### src/rtl/assert_macros.svh
// ----------------------------------------------------------------------------
// assertion macros shared by the rtl
// ----------------------------------------------------------------------------
`ifndef ASSERT_MACROS_SVH
`define ASSERT_MACROS_SVH

// plain clocked property with reset disable
`define VRU_ASSERT(lbl, clk, rst_n, prop, msg) \
	lbl: assert property (@(posedge clk) disable iff (!rst_n) (prop)) else $error(msg);

// same-cycle implication
`define VRU_ASSERT_IMPL(lbl, clk, rst_n, ante, cons, msg) \
	lbl: assert property (@(posedge clk) disable iff (!rst_n) (ante) |-> (cons)) else $error(msg);

`endif

### src/rtl/vru_pkg.sv
// ----------------------------------------------------------------------------
// vru_pkg
// Shared constants and types of the vector refraction unit.
// ----------------------------------------------------------------------------
package vru_pkg;

	localparam int FRAC_W     = 14;               // fraction bits of vector values
	localparam int ETA_W      = 16;               // index ratio width
	localparam int ETA_FRAC_W = 13;               // index ratio fraction bits
	localparam int OUT_W      = 20;               // result component width
	localparam int SQ_OUT_W   = 25;               // square root result bits
	localparam int SQ_IN_W    = 2 * SQ_OUT_W;     // radicand bits

	localparam longint ONE     = 64'sd16384;              // 1.0 in q.14
	localparam longint C_MIN   = -64'sd2147483648;        // cosine floor
	localparam longint W_LIM   = 64'sd1099511627776;      // bound on d + c*n
	localparam longint P_LIM   = 64'sd16777216;           // bound on perpendicular part
	localparam longint RAD_ONE = 64'sd268435456;          // 1.0 in q.28
	localparam longint OUT_MAX = 64'sd524287;
	localparam longint OUT_MIN = -64'sd524288;

	typedef struct packed {
		logic en;
		logic vld;
	} pipe_ctl_t;

endpackage

### src/rtl/vru_isqrt.sv
// ----------------------------------------------------------------------------
// vru_isqrt
// Pipelined integer square root, one result bit per stage, with a
// side-band word that travels alongside.
// ----------------------------------------------------------------------------
module vru_isqrt #(
	parameter int SIDE_W = 1
) (
	input  logic                            clk,
	input  logic                            arst_n,
	input  vru_pkg::pipe_ctl_t              ctl,
	input  logic [vru_pkg::SQ_IN_W-1:0]     rad,
	input  logic [SIDE_W-1:0]               side_in,
	output logic                            vld,
	output logic [vru_pkg::SQ_OUT_W-1:0]    root,
	output logic [SIDE_W-1:0]               side_out
);
	localparam int N  = vru_pkg::SQ_OUT_W;
	localparam int XB = vru_pkg::SQ_IN_W;
	localparam int RW = N + 3;

	logic [RW-1:0]     rem_s  [N];
	logic [N-1:0]      root_s [N];
	logic [XB-1:0]     x_s    [N];
	logic [SIDE_W-1:0] side_s [N];
	logic [N-1:0]      v_s;

	logic [RW-1:0]     rem_i  [N];
	logic [N-1:0]      root_i [N];
	logic [XB-1:0]     x_i    [N];
	logic [RW-1:0]     cur    [N];
	logic [RW-1:0]     trial  [N];

	always_comb begin
		rem_i[0]  = '0;
		root_i[0] = '0;
		x_i[0]    = rad;
		for (int k = 1; k < N; k++) begin
			rem_i[k]  = rem_s[k-1];
			root_i[k] = root_s[k-1];
			x_i[k]    = x_s[k-1];
		end
		for (int k = 0; k < N; k++) begin
			// bring down the next two radicand bits
			cur[k]   = {rem_i[k][RW-3:0], x_i[k][XB-1 -: 2]};
			trial[k] = RW'({root_i[k], 2'b01});
		end
	end

	always_ff @(posedge clk) begin
		if (ctl.en) begin
			for (int k = 0; k < N; k++) begin
				x_s[k] <= x_i[k] << 2;
				if (cur[k] >= trial[k]) begin
					rem_s[k]  <= cur[k] - trial[k];
					root_s[k] <= {root_i[k][N-2:0], 1'b1};
				end else begin
					rem_s[k]  <= cur[k];
					root_s[k] <= {root_i[k][N-2:0], 1'b0};
				end
			end
			side_s[0] <= side_in;
			for (int k = 1; k < N; k++) begin
				side_s[k] <= side_s[k-1];
			end
		end
	end

	always_ff @(posedge clk or negedge arst_n) begin
		if (!arst_n) begin
			v_s <= '0;
		end else if (ctl.en) begin
			v_s <= {v_s[N-2:0], ctl.vld};
		end
	end

	assign vld      = v_s[N-1];
	assign root     = root_s[N-1];
	assign side_out = side_s[N-1];

endmodule

### config.mk
export PLATFORM = sky130hd
export DESIGN_NAME = vru_isqrt
export DESIGN_NICKNAME = d
export VERILOG_FILES = /design/src/rtl/assert_macros.svh /design/src/rtl/vru_pkg.sv /design/src/rtl/vru_isqrt.sv
export SDC_FILE = /design/constraint.sdc
export NUM_CORES = 2
export LEC_CHECK = 0
export ABC_AREA = 1
export BUFFER_PORTS_ARGS = -buffer_cell sky130_fd_sc_hd__buf_2
export CAP_MARGIN = 25
export CORE_MARGIN = 3
export CORE_UTILIZATION = 55
export CTS_CLUSTER_SIZE = 8
export DETAILED_ROUTE_END_ITERATION = 16
export PLACE_DENSITY_LB_ADDON = 0.2
export SLEW_MARGIN = 20
export SYNTH_ARGS = -nofsm -noshare
export SYNTH_HDL_FRONTEND = slang
export SYNTH_SLANG_ARGS = --single-unit
export TNS_END_PERCENT = 100
### constraint.sdc
create_clock -name clk -period 6.4 [get_ports clk]
set_input_delay 0 -clock clk [delete_from_list [all_inputs] [get_ports clk]]
set_output_delay 0 -clock clk [all_outputs]
set_load 0.005 [all_outputs]
* After elaboration in Yosys (flattened, before gate mapping)
Memory sizes are Yosys's and may differ from the RTL's. Cells that the tools add are included.
Cells by class: bitwise operators 50, add/subtract/negate cells 25, mux-type cells 202, $lt $le $gt $ge 25
Operators by type and width (count):
- $mux 28 | 25
- $ge 28x27->1 | 24
- $sub 28x27->28 | 24
- $mux 25 | 25
- $mux 1 | 152
- $or 1x1->1 | 50
- $sub 2x1->3 const B | 1
- $ge 2x1->1 const B | 1
Word-level totals: output and inout bits 27, logic and storage cells 307, bits in registers 25, RAM bits 2550, memories kept 4
Memory list:
- x_s | depth 25, width 48, read ports 24, clocked after Yosys merged registers in 0, write ports 25, line vru_isqrt.sv:24 | logic [XB-1:0] x_s [N];
- rem_s | depth 25, width 28, read ports 24, clocked after Yosys merged registers in 0, write ports 25, line vru_isqrt.sv:22 | logic [RW-1:0] rem_s [N];
- root_s | depth 25, width 25, read ports 25, clocked after Yosys merged registers in 0, write ports 25, line vru_isqrt.sv:23 | logic [N-1:0] root_s [N];
- side_s | depth 25, width 1, read ports 25, clocked after Yosys merged registers in 0, write ports 25, line vru_isqrt.sv:25 | logic [SIDE_W-1:0] side_s [N];

* Depth between registers and ports, before layout
An unclocked memory read counts as a cell.
depth in word-level cells 6, depth in mapped cells 15

* Worst setup path after synthesis
No wires, ideal clock.
kind input to register, from input port ctl[1] (netlist name), to memory rem_s[2][168] (netlist name) (enable), setup time 0.423 ns, arrival 1.752 ns, buffers on the path 3, path slack 4.224 ns, stages 3, cells stage by stage buf_6 > clkbuf_1 > clkbuf_1
RTL lines:
- start: declaration | line vru_isqrt.sv:11 | input vru_pkg::pipe_ctl_t ctl,
- end: declaration | line vru_isqrt.sv:22

==> metrics.txt <==
Most Crowded Layer GR met2; Yosys warnings 0; Total Power Consumption 31.1 mW; Buf/Inv on CP 2; Sequential cell area 46,800 um2; initial antenna violation count 2; largest net degree at the start of global routing 179; Routed WL 230 mm; maximum level of the CTS H-tree 4; Synth area leader sky130_fd_sc_hd__edfxtp_1; wire per inst 18.7 um; status finished clean; number of placement rows 144; netlist area before placement 86,300 um2; Core Footprint 155,000 um2; global-route met2 utilization 0.455; met3 usage 0.0345; wire length of the first global-routing pass 356 mm; number of DRC markers after the initial detailed-route iteration 6,326; Final #Nets 10,602; total area of multi-input combinational cells 32,000 um2; Final WS setup 3.11 ns; maximum fanout along the worst path 21; peak ir drop on the vdd network 0.310 mV; last weighted congestion value of the routability-driven placer 0.968; top-level port count 82; dominant cells by area after synthesis sky130_fd_sc_hd__edfxtp_1 54%, sky130_fd_sc_hd__nand2_1 13%, sky130_fd_sc_hd__inv_1 7.8%; Rel. slew slack 0.302; starting density of the core 0.557; final setup violation count 0; total leakage power 44.2 nW; overall fraction of global-route tracks in use 0.282; Setup Skew 0.0634 ns; timing-limited maximum frequency 304 MHz; antenna-violating nets left 0; minimum hold slack 0.167 ns; power density relative to cell area 324 nW/um2; die width 402 um; Post-synth EDFFs 1,538; worst slack, placed 3.12 ns; sequential-to-total area share from yosys stat 0.543; number of optimization iterations in the first detailed-route pass 8; die boundary height 402 um; fill cell count 13,264; launching element type of the critical path register; count of unresolved DRC violations after routing 0; final count of hold timing violations 0; Slowest-stage cell, CP sky130_fd_sc_hd__nor3b_4; total of flip-flops plus latches after synthesis 1,564; syn_nets 10,274; GRT Residual Overflow 0; max-cap violation count 0; buffer levels on the longest clock path 3; slew at the pin closest to its max-slew limit 1.05 ns; clock period minus final worst setup slack 3.29 ns; post-CTS clock slew at the launch and capture registers of the worst setup and hold paths 0.05 ns; worst path arrival time 3.86 ns; fraction of final layout cells sized beyond drive strength 1 0.0481; instance count of the mapped netlist 9,866; Critical Path End Type register; chain of cells forming the critical path inv_1 -> ha_1 -> nand2_1 -> inv_1 -> nand2_1 -> nor3_1 -> nand3_1 -> nor3b_4 -> nand2_2 -> nand2_1 -> nand2_1; root buffer selected by CTS sky130_fd_sc_hd__clkbuf_16; count of pins over their slew limit 0; RSZ-0062 raised after global routing no; Die ar. 162,000 um2; estimated wirelength of the detail-placed design 174 mm; met1 track demand over resource 0.406; utilization after layout 0.620; proportion of netlist area held by the largest area contributor 0.535; Buffers on Ports 81; post-synthesis to final-layout area growth 11.3%; clk_lat worst skew 0.83 ns; CP dominant cell by count sky130_fd_sc_hd__nand2_1; Synth Area per Inst 8.74 um2; number of distinct library cells after synthesis 59; accumulated negative setup slack 0 ns; async set-reset flop share out of synthesis 0.0160; TritonCTS clock tree done; Post-synth top flop sky130_fd_sc_hd__edfxtp_1; fin crit share 0.515; CP top delay family simple AND/OR/NAND/NOR gates; class of the tightest hold or removal check primary input to register; vias in the first global route 62,867; category of the most critical setup path register to register; DR vias 65,871; TritonCTS Buffers 216; delay of the slowest cell on the worst path 0.86 ns; worst path required time 6.97 ns; detail-routed via count per cell 5.35; Setup Buffers After CTS 0; number of sinks handled by clock tree synthesis 1,564
[final cells by class]
| type | instances | area share |
|---|---|---|
| flip-flops and latches | 1564 | 0.488 |
| multi-input cells | 6388 | 0.333 |
| inverters | 1810 | 0.0707 |
| clock buffers | 269 | 0.0589 |
| well taps | 2044 | 0.0266 |
| repair buffers | 214 | 0.0190 |
| clock inverters | 21 | 0.00412 |
| diodes | 1 | 0.0000261 |
[power breakdown]
| group | internal, mW | switching, mW | total (mW) |
|---|---|---|---|
| combinational | 2.28 | 4.86 | 7.14 |
| clock | 6.11 | 4.25 | 10.4 |
| sequential | 12.7 | 0.880 | 13.6 |
[stage by stage]
step / instance area [um2] / instances
2_1_floorplan: 86300 / 9866
3_3_place_gp: 88800 / 11910
3_5_place_dp: 88800 / 11910
4_1_cts: 96000 / 12308
5_1_grt: 96000 / 12310
6_report: 96000 / 12311
[registers in the layout, summed over array words and instances, names as in the netlist]
signal / flops
v_s: 25
root_s: 325
side_s: 25
rem_s: 589
x_s: 600
[timing repair]
item | CTS | global route
resized for setup | 0 | 0
hold buffers | 108 | 0
hold endpoints to repair | 233 | 0
[cells in the mapped netlist, drive strengths merged (25+ instances only)]
master,count
buf,71
nand3b,60
nand2,3104
xor2,162
nor3,116
a21oi,294
o21ai,286
o21bai,36
dfrtp,25
edfxtp,1538
nor2,889
xnor2,108
nand3,665
ha,353
nand4,210
clkbuf,33
inv,1808
[cell usage in the layout, fill, tap and decap left out, types with 60 or more instances in the layout]
| cell type | count |
|---|---|
| sky130_fd_sc_hd__a21oi_1 | 280 |
| sky130_fd_sc_hd__buf_2 | 80 |
| sky130_fd_sc_hd__clkbuf_16 | 218 |
| sky130_fd_sc_hd__dlygate4sd3_1 | 107 |
| sky130_fd_sc_hd__edfxtp_1 | 1538 |
| sky130_fd_sc_hd__ha_1 | 353 |
| sky130_fd_sc_hd__inv_1 | 1796 |
| sky130_fd_sc_hd__nand2_1 | 3083 |
| sky130_fd_sc_hd__nand3_1 | 642 |
| sky130_fd_sc_hd__nand3b_1 | 60 |
| sky130_fd_sc_hd__nand4_1 | 201 |
| sky130_fd_sc_hd__nor2_1 | 846 |
| sky130_fd_sc_hd__nor3_1 | 111 |
| sky130_fd_sc_hd__o21ai_0 | 235 |
| sky130_fd_sc_hd__xnor2_1 | 108 |
| sky130_fd_sc_hd__xor2_1 | 162 |
[cell families (layout without fill, tap and decap cells)]
kind of cell	count (synthesis)	in the layout	synth area share
AO/OA/AOI/OAI	648	648	0.0409
XOR/XNOR	270	270	0.0274
adder cells (fa/ha/maj)	353	353	0.0512
buffers and inverters	1914	2314	0.0866
flip-flops	1564	1564	0.543
other	0	1	0
AND/OR/NAND/NOR	5117	5117	0.251
[worst register-to-register path, cell delays in order (launching register included)]
cell and delay (ns):
sky130_fd_sc_hd__edfxtp_1 0.36, sky130_fd_sc_hd__inv_1 0.05, sky130_fd_sc_hd__ha_1 0.38, sky130_fd_sc_hd__nand2_1 0.12, sky130_fd_sc_hd__inv_1 0.06, sky130_fd_sc_hd__nand2_1 0.19
sky130_fd_sc_hd__nor3_1 0.09, sky130_fd_sc_hd__nand3_1 0.08, sky130_fd_sc_hd__nor3b_4 0.86, sky130_fd_sc_hd__nand2_2 0.56, sky130_fd_sc_hd__nand2_1 0.22, sky130_fd_sc_hd__nand2_1 0.07
[path summary, 6_finish.rpt]
path / cells past startpoint / to / slack [ns] / startpoint
max: 11 / rem_s[2][183] / 3.11 / root_s[1][143]
min: 4 / v_s[0] / 0.17 / ctl[0]
max reg2reg: 11 / rem_s[2][183] / 3.11 / root_s[1][143]
min reg2reg: 0 / x_s[1][177] / 0.38 / x_s[1][127]
max in group asynchronous: 4 / v_s[13] / 5.80 / arst_n
min in group asynchronous: 4 / v_s[20] / 0.44 / arst_n
[metal layers]
| metal | wire, um | share of wire | vias to the layer above |
|---|---|---|---|
| met5 | 0 | 0 | - |
| met4 | 6060 | 0.026 | 0 |
| met3 | 14100 | 0.061 | 355 |
| met2 | 106000 | 0.46 | 2139 |
| met1 | 104000 | 0.45 | 30821 |
| li1 | - | - | 32556 |
Power figures use the tool's default switching activity.
